<file path="src/hdl/hxfr_pkg.sv">
// Package for the header/XOR frame receiver: command codes, status and
// record kind codes, frame length and the result beat type.
// No dependencies.
package hxfr_pkg;

   localparam logic [7:0] HEADER_RESET = 8'hAA;

   localparam logic [7:0] CMD_OFF     = 8'hB0;
   localparam logic [7:0] CMD_ON      = 8'hB1;
   localparam logic [7:0] CMD_TIMEOUT = 8'hB2;
   localparam logic [7:0] CMD_FLASH   = 8'hB3;
   localparam logic [7:0] CMD_MODULE  = 8'hB4;
   localparam logic [7:0] CMD_BRIGHT  = 8'hB5;

   // Bytes per frame: header, seq, id, command, argument, checksum.
   localparam int unsigned FRAME_LEN = 6;

   localparam logic [1:0] STATUS_GOOD      = 2'd0;
   localparam logic [1:0] STATUS_BAD       = 2'd1;
   localparam logic [1:0] STATUS_ABANDONED = 2'd2;

   localparam logic [2:0] KIND_NONE    = 3'd0;
   localparam logic [2:0] KIND_LAMP    = 3'd1;
   localparam logic [2:0] KIND_TIMEOUT = 3'd2;
   localparam logic [2:0] KIND_BRIGHT  = 3'd3;
   localparam logic [2:0] KIND_MODULE  = 3'd4;
   localparam logic [2:0] KIND_OTHER   = 3'd5;

   typedef struct packed {
      logic [1:0] frame_status;
      logic [7:0] seq_number;
      logic [7:0] lamp_id;
      logic [7:0] command_code;
      logic [7:0] argument;
      logic [2:0] record_kind;
      logic       all_off;
   } rsp_type;

endpackage

</file>
<file path="src/hdl/header_xor_frame_receiver.sv">
// Header/XOR frame receiver, top level. Depends on hxfr_pkg. The result beat
// for the byte that closes or abandons a frame is registered in the result
// register, or the skid register while one waits. Throughput: one byte per
// cycle while req_ready is high. A two-entry output stage (result register
// plus skid register) keeps req_ready high while one result waits. Synchronous
// active-high reset clears frame state and lamp table and loads header 0xAA.
module header_xor_frame_receiver
   import hxfr_pkg::*;
(
   input  logic       clock,
   input  logic       reset,
   // configuration
   input  logic       csr_we,
   input  logic [7:0] csr_wdata,
   // received bytes
   input  logic       req_valid,
   output logic       req_ready,
   input  logic [7:0] req_rx_byte,
   // frame reports
   output logic       rsp_valid,
   input  logic       rsp_ready,
   output logic [1:0] rsp_frame_status,
   output logic [7:0] rsp_seq_number,
   output logic [7:0] rsp_lamp_id,
   output logic [7:0] rsp_command_code,
   output logic [7:0] rsp_argument,
   output logic [2:0] rsp_record_kind,
   output logic       rsp_all_off
);

   // ------------------------------------------------------------------
   // State
   // ------------------------------------------------------------------
   logic [7:0] header_ff;
   logic       in_frame_ff,  in_frame_in;
   logic [2:0] count_ff,     count_in;     // bytes taken so far, header included
   logic [7:0] xor_ff,       xor_in;
   logic [7:0] seq_ff,       seq_in;
   logic [7:0] id_ff,        id_in;
   logic [7:0] cmd_ff,       cmd_in;
   logic [7:0] arg_ff,       arg_in;
   // Only lamps 1 and 2 feed all_off; other table entries are never read,
   // so hold just those two entries.
   logic [7:0] lamp1_ff,     lamp1_in;
   logic [7:0] lamp2_ff,     lamp2_in;

   // Output stage
   logic       out_valid_ff, out_valid_in;
   rsp_type    out_ff,       out_in;
   logic       skid_valid_ff, skid_valid_in;
   rsp_type    skid_ff,      skid_in;

   logic       accept;
   logic       pop;
   logic       emit;
   rsp_type    result;

   logic       is_header;
   logic       is_lamp_cmd;
   logic [7:0] next_lamp1;
   logic [7:0] next_lamp2;

   // Accept while the skid slot is free: a waiting result never blocks input.
   assign req_ready = !skid_valid_ff;
   assign accept    = req_valid && req_ready;
   assign pop       = out_valid_ff && rsp_ready;

   assign is_header   = (req_rx_byte == header_ff);
   assign is_lamp_cmd = (cmd_ff == CMD_OFF) || (cmd_ff == CMD_ON) || (cmd_ff == CMD_FLASH);

   // Table contents after a good lamp-state frame; the id is always inside
   // the table for lamps 1 and 2, so no range check is needed here.
   assign next_lamp1 = (is_lamp_cmd && id_ff == 8'd1) ? cmd_ff : lamp1_ff;
   assign next_lamp2 = (is_lamp_cmd && id_ff == 8'd2) ? cmd_ff : lamp2_ff;

   // ------------------------------------------------------------------
   // Frame assembly: one byte per accepted beat
   // ------------------------------------------------------------------
   always_comb begin
      in_frame_in = in_frame_ff;
      count_in    = count_ff;
      xor_in      = xor_ff;
      seq_in      = seq_ff;
      id_in       = id_ff;
      cmd_in      = cmd_ff;
      arg_in      = arg_ff;
      lamp1_in    = lamp1_ff;
      lamp2_in    = lamp2_ff;
      emit        = 1'b0;

      // Report carries the bytes collected so far; unreceived ones are zero.
      result.frame_status = STATUS_ABANDONED;
      result.seq_number   = seq_ff;
      result.lamp_id      = id_ff;
      result.command_code = cmd_ff;
      result.argument     = arg_ff;
      result.record_kind  = KIND_NONE;
      result.all_off      = 1'b0;

      if (accept) begin
         if (is_header) begin
            // A header always restarts; abandon any open frame.
            emit        = in_frame_ff;
            in_frame_in = 1'b1;
            count_in    = 3'd1;
            xor_in      = req_rx_byte;
            seq_in      = '0;
            id_in       = '0;
            cmd_in      = '0;
            arg_in      = '0;
         end else if (in_frame_ff) begin
            if (count_ff < 3'(FRAME_LEN - 1)) begin
               // Body byte: store it and fold it into the checksum.
               case (count_ff)
                  3'd1:    seq_in = req_rx_byte;
                  3'd2:    id_in  = req_rx_byte;
                  3'd3:    cmd_in = req_rx_byte;
                  default: arg_in = req_rx_byte;
               endcase
               xor_in   = xor_ff ^ req_rx_byte;
               count_in = count_ff + 3'd1;
            end else begin
               // Checksum byte: close the frame and report it.
               emit = 1'b1;
               if (xor_ff == req_rx_byte) begin
                  result.frame_status = STATUS_GOOD;
                  if (is_lamp_cmd) begin
                     result.record_kind = KIND_LAMP;
                     lamp1_in = next_lamp1;
                     lamp2_in = next_lamp2;
                     result.all_off = (next_lamp1 == CMD_OFF) && (next_lamp2 == CMD_OFF);
                  end else if (cmd_ff == CMD_TIMEOUT) begin
                     result.record_kind = KIND_TIMEOUT;
                  end else if (cmd_ff == CMD_BRIGHT) begin
                     result.record_kind = KIND_BRIGHT;
                  end else if (cmd_ff == CMD_MODULE) begin
                     result.record_kind = KIND_MODULE;
                  end else begin
                     result.record_kind = KIND_OTHER;
                  end
               end else begin
                  result.frame_status = STATUS_BAD;
               end
               in_frame_in = 1'b0;
               count_in    = '0;
               xor_in      = '0;
               seq_in      = '0;
               id_in       = '0;
               cmd_in      = '0;
               arg_in      = '0;
            end
         end
         // Otherwise: byte outside a frame, drop it.
      end
   end

   // ------------------------------------------------------------------
   // Output stage: result register backed by one skid register
   // ------------------------------------------------------------------
   always_comb begin
      out_valid_in  = out_valid_ff;
      out_in        = out_ff;
      skid_valid_in = skid_valid_ff;
      skid_in       = skid_ff;

      if (skid_valid_ff) begin
         // Input is stalled; advance the skid entry once the head drains.
         if (pop) begin
            out_in        = skid_ff;
            skid_valid_in = 1'b0;
         end
      end else if (emit) begin
         if (!out_valid_ff || pop) begin
            out_in       = result;
            out_valid_in = 1'b1;
         end else begin
            skid_in       = result;
            skid_valid_in = 1'b1;
         end
      end else if (pop) begin
         out_valid_in = 1'b0;
      end
   end

   // ------------------------------------------------------------------
   // Registers
   // ------------------------------------------------------------------
   always_ff @(posedge clock) begin
      if (reset) begin
         header_ff     <= HEADER_RESET;
         in_frame_ff   <= 1'b0;
         count_ff      <= '0;
         xor_ff        <= '0;
         seq_ff        <= '0;
         id_ff         <= '0;
         cmd_ff        <= '0;
         arg_ff        <= '0;
         lamp1_ff      <= '0;
         lamp2_ff      <= '0;
         out_valid_ff  <= 1'b0;
         skid_valid_ff <= 1'b0;
      end else begin
         if (csr_we) begin
            header_ff <= csr_wdata;
         end
         in_frame_ff   <= in_frame_in;
         count_ff      <= count_in;
         xor_ff        <= xor_in;
         seq_ff        <= seq_in;
         id_ff         <= id_in;
         cmd_ff        <= cmd_in;
         arg_ff        <= arg_in;
         lamp1_ff      <= lamp1_in;
         lamp2_ff      <= lamp2_in;
         out_valid_ff  <= out_valid_in;
         skid_valid_ff <= skid_valid_in;
      end
   end

   // Payload registers hold whatever they last captured.
   always_ff @(posedge clock) begin
      out_ff  <= out_in;
      skid_ff <= skid_in;
   end

   assign rsp_valid        = out_valid_ff;
   assign rsp_frame_status = out_ff.frame_status;
   assign rsp_seq_number   = out_ff.seq_number;
   assign rsp_lamp_id      = out_ff.lamp_id;
   assign rsp_command_code = out_ff.command_code;
   assign rsp_argument     = out_ff.argument;
   assign rsp_record_kind  = out_ff.record_kind;
   assign rsp_all_off      = out_ff.all_off;

endmodule
</file>
<file path="config.mk">
export PLATFORM = sky130hd
export DESIGN_NAME = header_xor_frame_receiver
export DESIGN_NICKNAME = d
export VERILOG_FILES = /design/src/hdl/hxfr_pkg.sv /design/src/hdl/header_xor_frame_receiver.sv
export SDC_FILE = /design/constraint.sdc
export NUM_CORES = 1
export LEC_CHECK = 0
export ABC_CLOCK_PERIOD_IN_PS = 4400
export BUFFER_PORTS_ARGS = -buffer_cell sky130_fd_sc_hd__buf_2
export CAP_MARGIN = 20
export CELL_PAD_IN_SITES_DETAIL_PLACEMENT = 1
export CELL_PAD_IN_SITES_GLOBAL_PLACEMENT = 2
export CORE_MARGIN = 2
export CORE_UTILIZATION = 36
export DETAILED_ROUTE_END_ITERATION = 7
export PLACE_DENSITY_LB_ADDON = 0.1
export SLEW_MARGIN = 20
export SYNTH_ARGS = -nofsm -noshare
export SYNTH_HDL_FRONTEND = slang
export SYNTH_SLANG_ARGS = --single-unit
</file>
<file path="constraint.sdc">
create_clock -name clock -period 4.4 [get_ports clock]
set_input_delay 0.66 -clock clock [delete_from_list [all_inputs] [get_ports clock]]
set_output_delay 0.66 -clock clock [all_outputs]
set_load 0.05 [all_outputs]
</file>
==> run summary, run 1 <==
GRT overflow: 0
Worst Path Buf+Inv: 1
distinct cell type count of the synthesized netlist: 56
Seq pwr share: 46.8%
hold_buf cts: 0
Worst Setup End Kind: flop
Layout Skew: 0.007933 ns
final hold viol count: 0
Synth top area share: 36.88%
EDFF count, synth: 76
worst-case reg-to-reg path depth: 5
slowest CP cell: nor2b_1
DP Cell Count: 765
setup TNS: 0 ns
Diodes inserted: 0
Final Power: 3.048 mW
type of the most critical hold path: primary input to flop
worst skew pair latency: 0.42 ns
met1 layer usage reported by global route: 20.57%
Starting DRT DRC Count: 172
area delta synth->final: 18.54%
DP HPWL: 9946 um
Layout fillers: 1805
clock buffer depth: 2
Static Leak: 2.845 nW
Syn Std Cell Area: 6188 um^2
reg2reg end: rsp_lamp_id[5]
Post-CTS Setup Bufs: 0
Logic pwr share: 2.7%
critical path class: flop to flop
final net count: 589
internal power: 2.411 mW
Seq/Total Area, Yosys: 59.52%
die area: 18250 um^2
ys flop type: edfxtp_1
Hold Crit Endpoint: header_ff[5]
clock share of power: 50.4%
WP data arrival: 3.05 ns
Post-Layout Cell Count: 797
vias per inst: 5.105
Worst EP required: 4.46 ns
Num CTS Buffers: 17
asr flop ratio synth: 0%
# clock sinks: 146
per-cell routed wire length: 17.65 um
max-slew violations: 0
largest cells by area after synthesis: edfxtp_1 37%, dfxtp_1 23%, mux2i_1 5.2%, mux2_2 4.5%, nand2b_1 3.8%
layout cell share with drive strength beyond 1: 22.88%
Switching Power: 637.0 uW
WL final: 14070 um
CTS tree: yes
initial core utilization: 37.05%
Buffers on Ports: 60
routed via count: 4069
most common cell after layout, fill and taps aside: edfxtp_1
IO Count: 61
Max VDD drop: 0.0002638 V
switching share of power: 20.90%
CTS root buf: clkbuf_16
met2 global-route usage: 28.17%
#FFs+latches synth: 146
Tcrit/Tclk final: 68.05%
power per cell area: 415.6 nW/um^2
Largest delay share family, worst path: simple AND/OR/NAND/NOR gates
first-pass GRT wire length: 23130 um
most frequent cells in the layout: 76 x edfxtp_1, 69 x dfxtp_1, 60 x buf_2, 38 x nand2b_1, 32 x mux2i_1
H-tree levels: 4
WHS: 0.4468 ns
initial antenna violation count: 0
Total Routing Usage GR: 16.53%
Setup crit start kind: flop
GP Congestion: 0.7964
Max FO, Critical Path: 48
drt drc: 0
Net Count, Synth: 534
clock-pin slew on the worst setup and hold paths: 0.06 ns
DIE HEIGHT: 135.1 um
Die Wd: 135.1 um
Avg Inst Size Synth: 12.16 um^2
fin crit period: 2.994 ns
post-CTS resize count: 0
status: finished clean
Synth warnings: 0
Core Region: 16700 um^2
hold wc startpoint: csr_wdata[5]
pin count of the biggest net entering global routing: 49
worst hold stages: 2
Tightest Pin Transition: 1.005 ns
# rows: 47
GRT met3 Usage: 4.167%
critical path cell sequence: nor2b_1 -> nand2_1 -> or2_1 -> a21oi_4 -> buf_4
GRT Max-Usage Layer: met2
vias in the first global route: 4290
worst flop-to-flop path startpoint: skid_valid_ff
drt pass-1 iters: 5
max-cap violation count: 0
Routed Antenna Nets: 0
fmax: 334.0 MHz
RSZ-0062 raised after global routing: false
slowest cell delay on critical path: 0.78 ns
final setup fails: 0
R2R Setup Slk: 1.41 ns
cells after synthesis: 509
leading area contributor after synthesis: edfxtp_1
Slew headroom: 33.02%
worst max path at each step:
stage	depth (start not counted)	slack [ns]	startpoint	end
2_1_floorplan	6	0.41	req_rx_byte[7]	rsp_all_off
3_3_place_gp	7	1.18	req_rx_byte[1]	rsp_lamp_id[0]
3_5_place_dp	7	1.03	req_rx_byte[1]	rsp_argument[6]
4_1_cts	5	1.36	skid_valid_ff	rsp_argument[6]
5_1_grt	5	1.17	skid_valid_ff	rsp_lamp_id[5]
6_report	5	1.41	skid_valid_ff	rsp_lamp_id[5]
synthesized netlist by cell type, types with 9 or more instances:
master and n:
nor2_1 17, inv_1 23, dfxtp_1 70, xnor2_1 9
o32ai_1 9, mux2_2 25, clkbuf_1 22, o21ai_0 21
nand2_1 19, edfxtp_1 76, a21oi_1 30, nand2b_1 38
mux2i_1 32
layout make-up:
class	instances	area [um^2]	area share [%]
Sequential cell	146	3685	50.23
Timing Repair Buffer	64	330.3	4.503
Inverter	23	86.33	1.177
Clock buffer	17	425.4	5.799
Tap cell	220	275.3	3.752
Multi-Input combinational cell	312	2328	31.74
Clock inverter	15	205.2	2.797
worst reg2reg max path, stage by stage, from the launching register on:
cell     delay (ns)
dfxtp_2        0.61
nor2b_1        0.78
nand2_1        0.30
or2_1          0.35
a21oi_4        0.13
buf_4          0.42
registers in the layout (all words and copies together), names as in the netlist:
signal and cells:
skid_valid_ff 1, rsp_seq_number 8, header_ff 8, rsp_frame_status 2
xor_ff 8, lamp1_ff 8, id_ff 8, count_ff 3
rsp_lamp_id 8, rsp_command_code 8, rsp_all_off 1, rsp_valid 1
in_frame_ff 1, cmd_ff 8, lamp2_ff 8, seq_ff 8
rsp_argument 8, skid_ff 38, arg_ff 8, rsp_record_kind 3
routing by layer:
layer | vias up | part of all wire (%)
li1 | 1969 | -
met1 | 2021 | 46
met2 | 63 | 50
met3 | 16 | 3.4
met4 | 0 | 1.3
met5 | - | 0
metrics by stage:
step	worst slack [ns]	util [%]	instance area, um^2
5_1_grt	1.173	43.92	7336
2_1_floorplan	0.4080	-	6193
4_1_cts	1.355	43.92	7336
6_report	1.406	43.92	7336
3_3_place_gp	1.180	40.15	6705
3_5_place_dp	1.034	40.15	6705
logic make-up after synthesis:
kind of cell    Yosys count  synth area share, %
flops                   146                59.52
simple gates            130                13.14
compound gates          104                11.18
mux                      57                9.725
buf+inv                  51                3.215
xor+xnor                 17                2.406
fa+ha+maj                 4               0.8088
power by group through the flow:
stage	registers [mW]	clock network, mW	logic (mW)
floorplan	1.46	0	0.0528
global placement	1.46	0	0.0834
detailed placement	1.46	0	0.0850
CTS	1.43	1.57	0.0852
global route	1.43	1.63	0.0920
finish	1.43	1.54	0.0835
Power figures use the tool's default switching activity.
==> inputs of run 2 (changes only) <==
Settings changed: ABC_AREA set to 1, ABC_CLOCK_PERIOD_IN_PS 4400 to 2900.
Clock period 4.4 ns to 2.9 ns, I/O delays scaled along.
==> run 2 against run 1 <==
  * Setup slack worse by 0.67 ns
  * Power increased by 50%
  * Flip-flop and latch count is the same
  * Sequential power increased by 52%
  * Via count increased by 14%
  * Combinational power increased by 29%
  * Highest routed layer unchanged
==> run summary, run 2 <==
Net Count, Synth: 680 (was 534)
asr flop ratio synth: 0% (unchanged)
#FFs+latches synth: 146 (unchanged)
CTS tree: yes (unchanged)
status: finished clean (unchanged)
slowest CP cell: nor3_1 (was nor2b_1)
power per cell area: 634.4 nW/um^2 (was 415.6 nW/um^2)
RSZ-0062 raised after global routing: false (unchanged)
slowest cell delay on critical path: 0.55 ns (was 0.78 ns)
post-CTS resize count: 0 (unchanged)
Reg area: 3684 um^2 (was 3685 um^2)
distinct cell type count of the synthesized netlist: 32 (was 56)
area delta synth->final: 20.13% (was 18.54%)
area of the multi-input gates: 1998 um^2 (was 2328 um^2)
R2R Setup Slk: 0.73 ns (was 1.41 ns)
Post-Layout Cell Count: 951 (was 797)
critical path class: flop to flop (unchanged)
Synth top area share: 38.04% (was 36.88%)
worst-case reg-to-reg path depth: 8 (was 5)
DIE HEIGHT: 133.1 um (was 135.1 um)
DP HPWL: 10520 um (was 9946 um)
DP Cell Count: 919 (was 765)
most frequent cells in the layout: 169 x nand2_1, 76 x edfxtp_1, 70 x dfxtp_1, 69 x a21oi_1, 67 x nor2_1 (was 76 x edfxtp_1, 69 x dfxtp_1, 60 x buf_2, 38 x nand2b_1, 32 x mux2i_1)
initial antenna violation count: 0 (unchanged)
Static Leak: 2.846 nW (was 2.845 nW)
Biggest register: skid_ff (unchanged)
worst hold stages: 3 (was 2)
Worst Path Buf+Inv: 2 (was 1)
hold wc startpoint: csr_wdata[3] (was csr_wdata[5])
largest cells by area after synthesis: edfxtp_1 38%, dfxtp_1 23%, nand2_1 11%, a21oi_1 5.8%, nor2_1 4.3% (was edfxtp_1 37%, dfxtp_1 23%, mux2i_1 5.2%, mux2_2 4.5%, nand2b_1 3.8%)
most common cell after layout, fill and taps aside: nand2_1 (was edfxtp_1)
Layout fillers: 1909 (was 1805)
most instantiated library cell after synthesis: nand2_1 (was edfxtp_1)
# clock sinks: 146 (unchanged)
Post-CTS Setup Bufs: 0 (unchanged)
Tightest Pin Transition: 0.6611 ns (was 1.005 ns)
max-cap violation count: 0 (unchanged)
Max VDD drop: 0.0003425 V (was 0.0002638 V)
cells after synthesis: 655 (was 509)
per-cell routed wire length: 16.05 um (was 17.65 um)
Avg Inst Size Synth: 9.160 um^2 (was 12.16 um^2)
Buffers on Ports: 60 (unchanged)
reg2reg end: lamp2_ff[6] (was rsp_lamp_id[5])
pin count of the biggest net entering global routing: 44 (was 49)
Die Wd: 133.1 um (was 135.1 um)
layout cell share with drive strength beyond 1: 16.28% (was 22.88%)
Core Region: 16410 um^2 (was 16700 um^2)
worst flop-to-flop path startpoint: cmd_ff[0] (was skid_valid_ff)
IO Count: 61 (unchanged)
critical path cell sequence: inv_1 -> nand2_1 -> nand2_1 -> nor2_4 -> inv_1 -> nor3_1 -> a21oi_1 -> and2_1 (was nor2b_1 -> nand2_1 -> or2_1 -> a21oi_4 -> buf_4)
WP data arrival: 2.48 ns (was 3.05 ns)
leading area contributor after synthesis: edfxtp_1 (unchanged)
clock-pin slew on the worst setup and hold paths: 0.06 ns (about the same)
Hold Crit Endpoint: header_ff[3] (was header_ff[5])
max reg flops: 38 (unchanged)
post-synthesis mux area share: 0% (was 9.725%)
Max FO, Critical Path: 10 (was 48)
first-pass GRT wire length: 25270 um (was 23130 um)
fmax: 461.3 MHz (was 334.0 MHz)
GP Congestion: 0.8667 (was 0.7964)
initial core utilization: 36.57% (was 37.05%)
Total Routing Usage GR: 18.34% (was 16.53%)
Worst Setup End Kind: flop (unchanged)
Seq/Total Area, Yosys: 61.40% (was 59.52%)
Largest delay share family, worst path: simple AND/OR/NAND/NOR gates (unchanged)
drt drc: 0 (unchanged)
post-synthesis adder-cell area fraction: 0.8342% (was 0.8087%)
Slew headroom: 55.59% (was 33.02%)
final setup fails: 0 (unchanged)
clock buffer depth: 2 (unchanged)
vias per inst: 4.882 (was 5.105)
setup TNS: 0 ns (unchanged)
Synth top cells by count: 169 x nand2_1, 76 x edfxtp_1, 70 x dfxtp_1 (was 76 x edfxtp_1, 70 x dfxtp_1, 38 x nand2b_1)
routed via count: 4643 (was 4069)
die area: 17710 um^2 (was 18250 um^2)
# rows: 47 (unchanged)
Starting DRT DRC Count: 199 (was 172)
max-slew violations: 0 (unchanged)
Syn Std Cell Area: 6000 um^2 (was 6188 um^2)
WL final: 15260 um (was 14070 um)
Setup crit start kind: flop (unchanged)
worst skew pair latency: 0.42 ns (about the same)
post-route core utilization: 43.93% (was 43.92%)
Routed Antenna Nets: 0 (unchanged)
Layout Skew: 0.007072 ns (was 0.007933 ns)
hold_buf cts: 0 (unchanged)
drt pass-1 iters: 4 (was 5)
CTS root buf: clkbuf_16 (unchanged)
type of the most critical hold path: primary input to flop (unchanged)
GRT overflow: 0 (unchanged)
synthesized-area fraction occupied by xor and xnor cells: 1.606% (was 2.406%)
Diodes inserted: 0 (unchanged)
H-tree levels: 4 (unchanged)
post-synthesis simple-gate area fraction: 19.25% (was 13.14%)
final hold viol count: 0 (unchanged)
Worst EP required: 3.21 ns (was 4.46 ns)
Tcrit/Tclk final: 74.75% (was 68.05%)
Num CTS Buffers: 17 (unchanged)
EDFF count, synth: 76 (unchanged)
Compound-Gate Fraction of Synth Area: 11.37% (was 11.18%)
Synth warnings: 0 (unchanged)
ys flop type: edfxtp_1 (unchanged)
final net count: 743 (was 589)
largest family of logic cells by synthesized area: simple AND/OR/NAND/NOR gates (unchanged)
fin crit period: 2.168 ns (was 2.994 ns)
vias in the first global route: 4838 (was 4290)
[run 2: changes by cell type in the layout (fill, tap and decap cells not counted), sizes merged, moves of 9 or more]
| cell | previous run | this run |
|---|---|---|
| mux2 | 25 | 0 |
| o32ai | 9 | 0 |
| nand3 | 1 | 20 |
| o21ai | 22 | 54 |
| inv | 28 | 60 |
| nor2 | 17 | 70 |
| a21oi | 32 | 69 |
| nand2 | 19 | 173 |
| mux2i | 32 | 0 |
| nand2b | 38 | 0 |
[run 2: metrics by stage]
step	cell area (um^2)	power [mW]	hold slack (ns)	setup slack (ns)
finish	7207	4.572	0.2231	0.7324
global route	7207	4.727	0.2307	0.5242
CTS	7207	4.630	0.2026	0.7483
detailed placement	6584	2.320	0.4260	0.5150
global placement	6584	2.319	0.4138	0.5481
floorplan	6005	2.276	0.4082	0.1810
[run 2: metal layers]
| metal | up-vias | part of all wire, % | global-route usage [%] | routed length [um] |
|---|---|---|---|---|
| met5 | - | 0 | 0 | 0 |
| met4 | 0 | 1.1 | 5.437 | 170 |
| met3 | 15 | 2.4 | 3.995 | 370 |
| met2 | 66 | 50 | 31.75 | 7565 |
| met1 | 2268 | 47 | 23.15 | 7154 |
| li1 | 2294 | - | - | - |
[run 2: where the power goes]
| part | internal (mW) | total, mW | leakage [nW] | switching [mW] |
|---|---|---|---|---|
| Combinational | 0.0365 | 0.108 | 1.33 | 0.0716 |
| Sequential | 2.16 | 2.17 | 1.22 | 0.00639 |
| Clock | 1.41 | 2.30 | 0.299 | 0.883 |
| Total | 3.61 | 4.57 | 2.85 | 0.961 |
[run 2: worst max-delay path by stage]
stage              startpoint          end  slack (ns)  cells after the start
6_report            cmd_ff[0]  lamp2_ff[6]        0.73                      8
5_1_grt          header_ff[2]     id_ff[2]        0.52                     11
4_1_cts          header_ff[2]     id_ff[2]        0.75                     11
3_5_place_dp   req_rx_byte[2]     id_ff[2]        0.51                     12
3_3_place_gp   req_rx_byte[4]     id_ff[7]        0.55                     12
2_1_floorplan  req_rx_byte[7]  rsp_all_off        0.18                     12
[run 2: cell type report]
| class | instances | share of cell area [%] |
|---|---|---|
| well taps | 220 | 3.819 |
| multi-input cells | 427 | 27.73 |
| clock inverters | 13 | 2.361 |
| clock buffers | 19 | 6.285 |
| inverters | 55 | 2.865 |
| flip-flops and latches | 146 | 51.11 |
| repair buffers | 71 | 5.833 |
[run 2: worst reg2reg max path: cells and delay by family (launching register included)]
kind	cells	cell delay (ns)
simple gates	5	1.15
buf+inv	2	0.35
compound gates	1	0.15
flops	1	0.43
[run 2: cell families (layout without fill, tap and decap cells)]
logic type	Yosys count	after routing
XOR/XNOR	11	11
flip-flops	146	146
AND/OR/NAND/NOR	282	282
buffers and inverters	82	158
adder cells (fa/ha/maj)	4	4
AO/OA/AOI/OAI	130	130
==> inputs of run 3 (changes only) <==
Settings changed: ABC_CLOCK_PERIOD_IN_PS 2900 to 1900, CORE_UTILIZATION 36 to 33.
Clock period 2.9 ns to 1.9 ns, I/O delays scaled along.
==> run 3 against run 2 <==
  * Final cell count grew 5.9%
  * Utilization shrank 0.71 points
  * Sequential share of layout area shrank 3.3 points
  * Register-to-register slack lost 0.67 ns
  * Largest power group is now sequential cells
==> run summary, run 3 (synthesis gave the netlist of run 2 again) <==
status: finished clean (unchanged)
hold wc startpoint: csr_wdata[7] (was csr_wdata[3])
Slew headroom: 68.36% (was 55.59%)
Buffers on Ports: 60 (unchanged)
Seq pwr share: 49.4% (was 47.4%)
Layout Skew: 0.006870 ns (was 0.007072 ns)
Max VDD drop: 0.0005927 V (was 0.0003425 V)
Max FO, Critical Path: 8 (was 10)
routed via count: 4824 (was 4643)
DP Cell Count: 967 (was 919)
most common cell after layout, fill and taps aside: nand2_1 (unchanged)
per-cell routed wire length: 15.87 um (was 16.05 um)
drt drc: 0 (unchanged)
# clock sinks: 146 (unchanged)
Worst Setup End Kind: flop (unchanged)
worst-case reg-to-reg path depth: 11 (was 8)
Static Leak: 3.143 nW (was 2.846 nW)
vias per inst: 4.790 (was 4.882)
max reg flops: 38 (unchanged)
internal power: 5.277 mW (was 3.611 mW)
initial core utilization: 33.51% (was 36.57%)
WL final: 15990 um (was 15260 um)
Tcrit/Tclk final: 96.52% (was 74.75%)
area delta synth->final: 28.95% (was 20.13%)
most frequent cells in the layout: 162 x nand2_1, 76 x edfxtp_1, 65 x a21oi_1, 61 x dfxtp_1, 60 x buf_2 (was 169 x nand2_1, 76 x edfxtp_1, 70 x dfxtp_1, 69 x a21oi_1, 67 x nor2_1)
die area: 19280 um^2 (was 17710 um^2)
switching share of power: 21.07% (was 21.02%)
fmax: 545.3 MHz (was 461.3 MHz)
Tightest Pin Transition: 0.4697 ns (was 0.6611 ns)
GP Congestion: 0.7835 (was 0.8667)
worst flop-to-flop path startpoint: header_ff[2] (was cmd_ff[0])
max-cap violation count: 0 (unchanged)
critical path class: flop to flop (unchanged)
RSZ-0062 raised after global routing: true (was false)
H-tree levels: 4 (unchanged)
Biggest register: skid_ff (unchanged)
clock-pin slew on the worst setup and hold paths: 0.06 ns (about the same)
pin count of the biggest net entering global routing: 44 (unchanged)
Worst EP required: 2.04 ns (was 3.21 ns)
final setup fails: 0 (unchanged)
Hold Crit Endpoint: header_ff[7] (was header_ff[3])
first-pass GRT wire length: 25490 um (was 25270 um)
type of the most critical hold path: primary input to flop (unchanged)
WHS: 0.07418 ns (was 0.2231 ns)
met1 layer usage reported by global route: 21.08% (was 23.15%)
clock share of power: 47.5% (was 50.3%)
Num CTS Buffers: 17 (unchanged)
DIE HEIGHT: 138.8 um (was 133.1 um)
GRT Max-Usage Layer: met2 (unchanged)
Logic pwr share: 3.0% (was 2.4%)
power per cell area: 864.2 nW/um^2 (was 634.4 nW/um^2)
layout cell share with drive strength beyond 1: 25.32% (was 16.28%)
Final Power: 6.686 mW (was 4.572 mW)
Switching Power: 1.409 mW (was 961.2 uW)
Core Region: 17900 um^2 (was 16410 um^2)
final net count: 791 (was 743)
GRT overflow: 0 (unchanged)
Die Wd: 138.8 um (was 133.1 um)
final hold viol count: 0 (unchanged)
Diodes inserted: 0 (unchanged)
Total Routing Usage GR: 16.65% (was 18.34%)
area of the multi-input gates: 2125 um^2 (was 1998 um^2)
fin crit period: 1.834 ns (was 2.168 ns)
Layout fillers: 2063 (was 1909)
max-slew violations: 0 (unchanged)
CTS tree: yes (unchanged)
Reg area: 3700 um^2 (was 3684 um^2)
drt pass-1 iters: 4 (unchanged)
Setup crit start kind: flop (unchanged)
# rows: 49 (was 47)
initial antenna violation count: 0 (unchanged)
worst hold stages: 3 (unchanged)
worst skew pair latency: 0.42 ns (about the same)
Routed Antenna Nets: 0 (unchanged)
WP data arrival: 1.97 ns (was 2.48 ns)
met2 global-route usage: 28.68% (was 31.75%)
Post-Layout Cell Count: 1007 (was 951)
IO Count: 61 (unchanged)
GRT met3 Usage: 3.177% (was 3.995%)
clock buffer depth: 2 (unchanged)
setup TNS: 0 ns (unchanged)
DP HPWL: 10950 um (was 10520 um)
vias in the first global route: 4958 (was 4838)
reg2reg end: skid_ff[5] (was lamp2_ff[6])
Starting DRT DRC Count: 196 (was 199)
R2R Setup Slk: 0.07 ns (was 0.73 ns)
CTS root buf: clkbuf_16 (unchanged)
==> run 3: layout make-up <==
type                    count  area share, %
clock buffers              19          5.596
clock inverters            12          1.504
inverters                  55          2.733
multi-input cells         427          27.46
flip-flops and latches    146          47.82
well taps                 229          3.704
repair buffers            119          11.18
==> run 3: worst max-delay path by stage <==
stage                              start                 end  slack, ns  cells past startpoint
after CTS                   header_ff[2]           cmd_ff[3]      0.007                     12
after floorplan           req_rx_byte[7]          skid_ff[0]      -0.20                     12
after global routing           xor_ff[7]  rsp_record_kind[2]      -0.05                      7
after global placement    req_rx_byte[7]         rsp_all_off      -0.11                      8
after detailed placement  req_rx_byte[7]         rsp_all_off      -0.19                      8
final                       header_ff[2]          skid_ff[5]       0.07                     11
==> run 3: power by group through the flow <==
stage          clock (mW)  sequential (mW)  combinational [mW]
6_report             3.18             3.31               0.202
2_1_floorplan           0             3.37               0.113
3_5_place_dp            0             3.37               0.198
5_1_grt              3.39             3.31               0.225
3_3_place_gp            0             3.37               0.194
4_1_cts              3.26             3.31               0.200
==> run 3: metrics by stage <==
stage / setup WS (ns) / area (um^2) / utilization, %
finish: 0.06605 / 7736 / 43.21
global route: -0.04785 / 7736 / 43.21
CTS: 0.006781 / 7513 / 41.97
detailed placement: -0.1868 / 6943 / 38.78
global placement: -0.1116 / 6943 / 38.78
floorplan: -0.2045 / 6076 / -
==> run 3: timing repair <==
item | 4_1_cts | 5_1_grt
pin swaps | 3 | 15
endpoints found under the setup margin | 7 | 124
resized for setup | 7 | 35
buffers inserted | 0 | 6
gates cloned | 0 | 3
hold buffers | 0 | 0
==> run 3: critical path, stage by stage (launching register included) <==
cell       delay (ns)
dfxtp_2          0.34
xnor2_2          0.15
nand2_1          0.11
nor2_2           0.16
nand2_4          0.10
nand2_4          0.08
inv_4            0.04
nor2_4           0.11
inv_2            0.07
nor2_4           0.10
buf_12           0.14
clkbuf_16        0.16
==> run 3: metal layers <==
| layer | routed length [um] | share of wire, % |
|---|---|---|
| met2 | 7798 | 49 |
| met3 | 490 | 3.1 |
| met4 | 185 | 1.2 |
| met1 | 7511 | 47 |
| met5 | 0 | 0 |
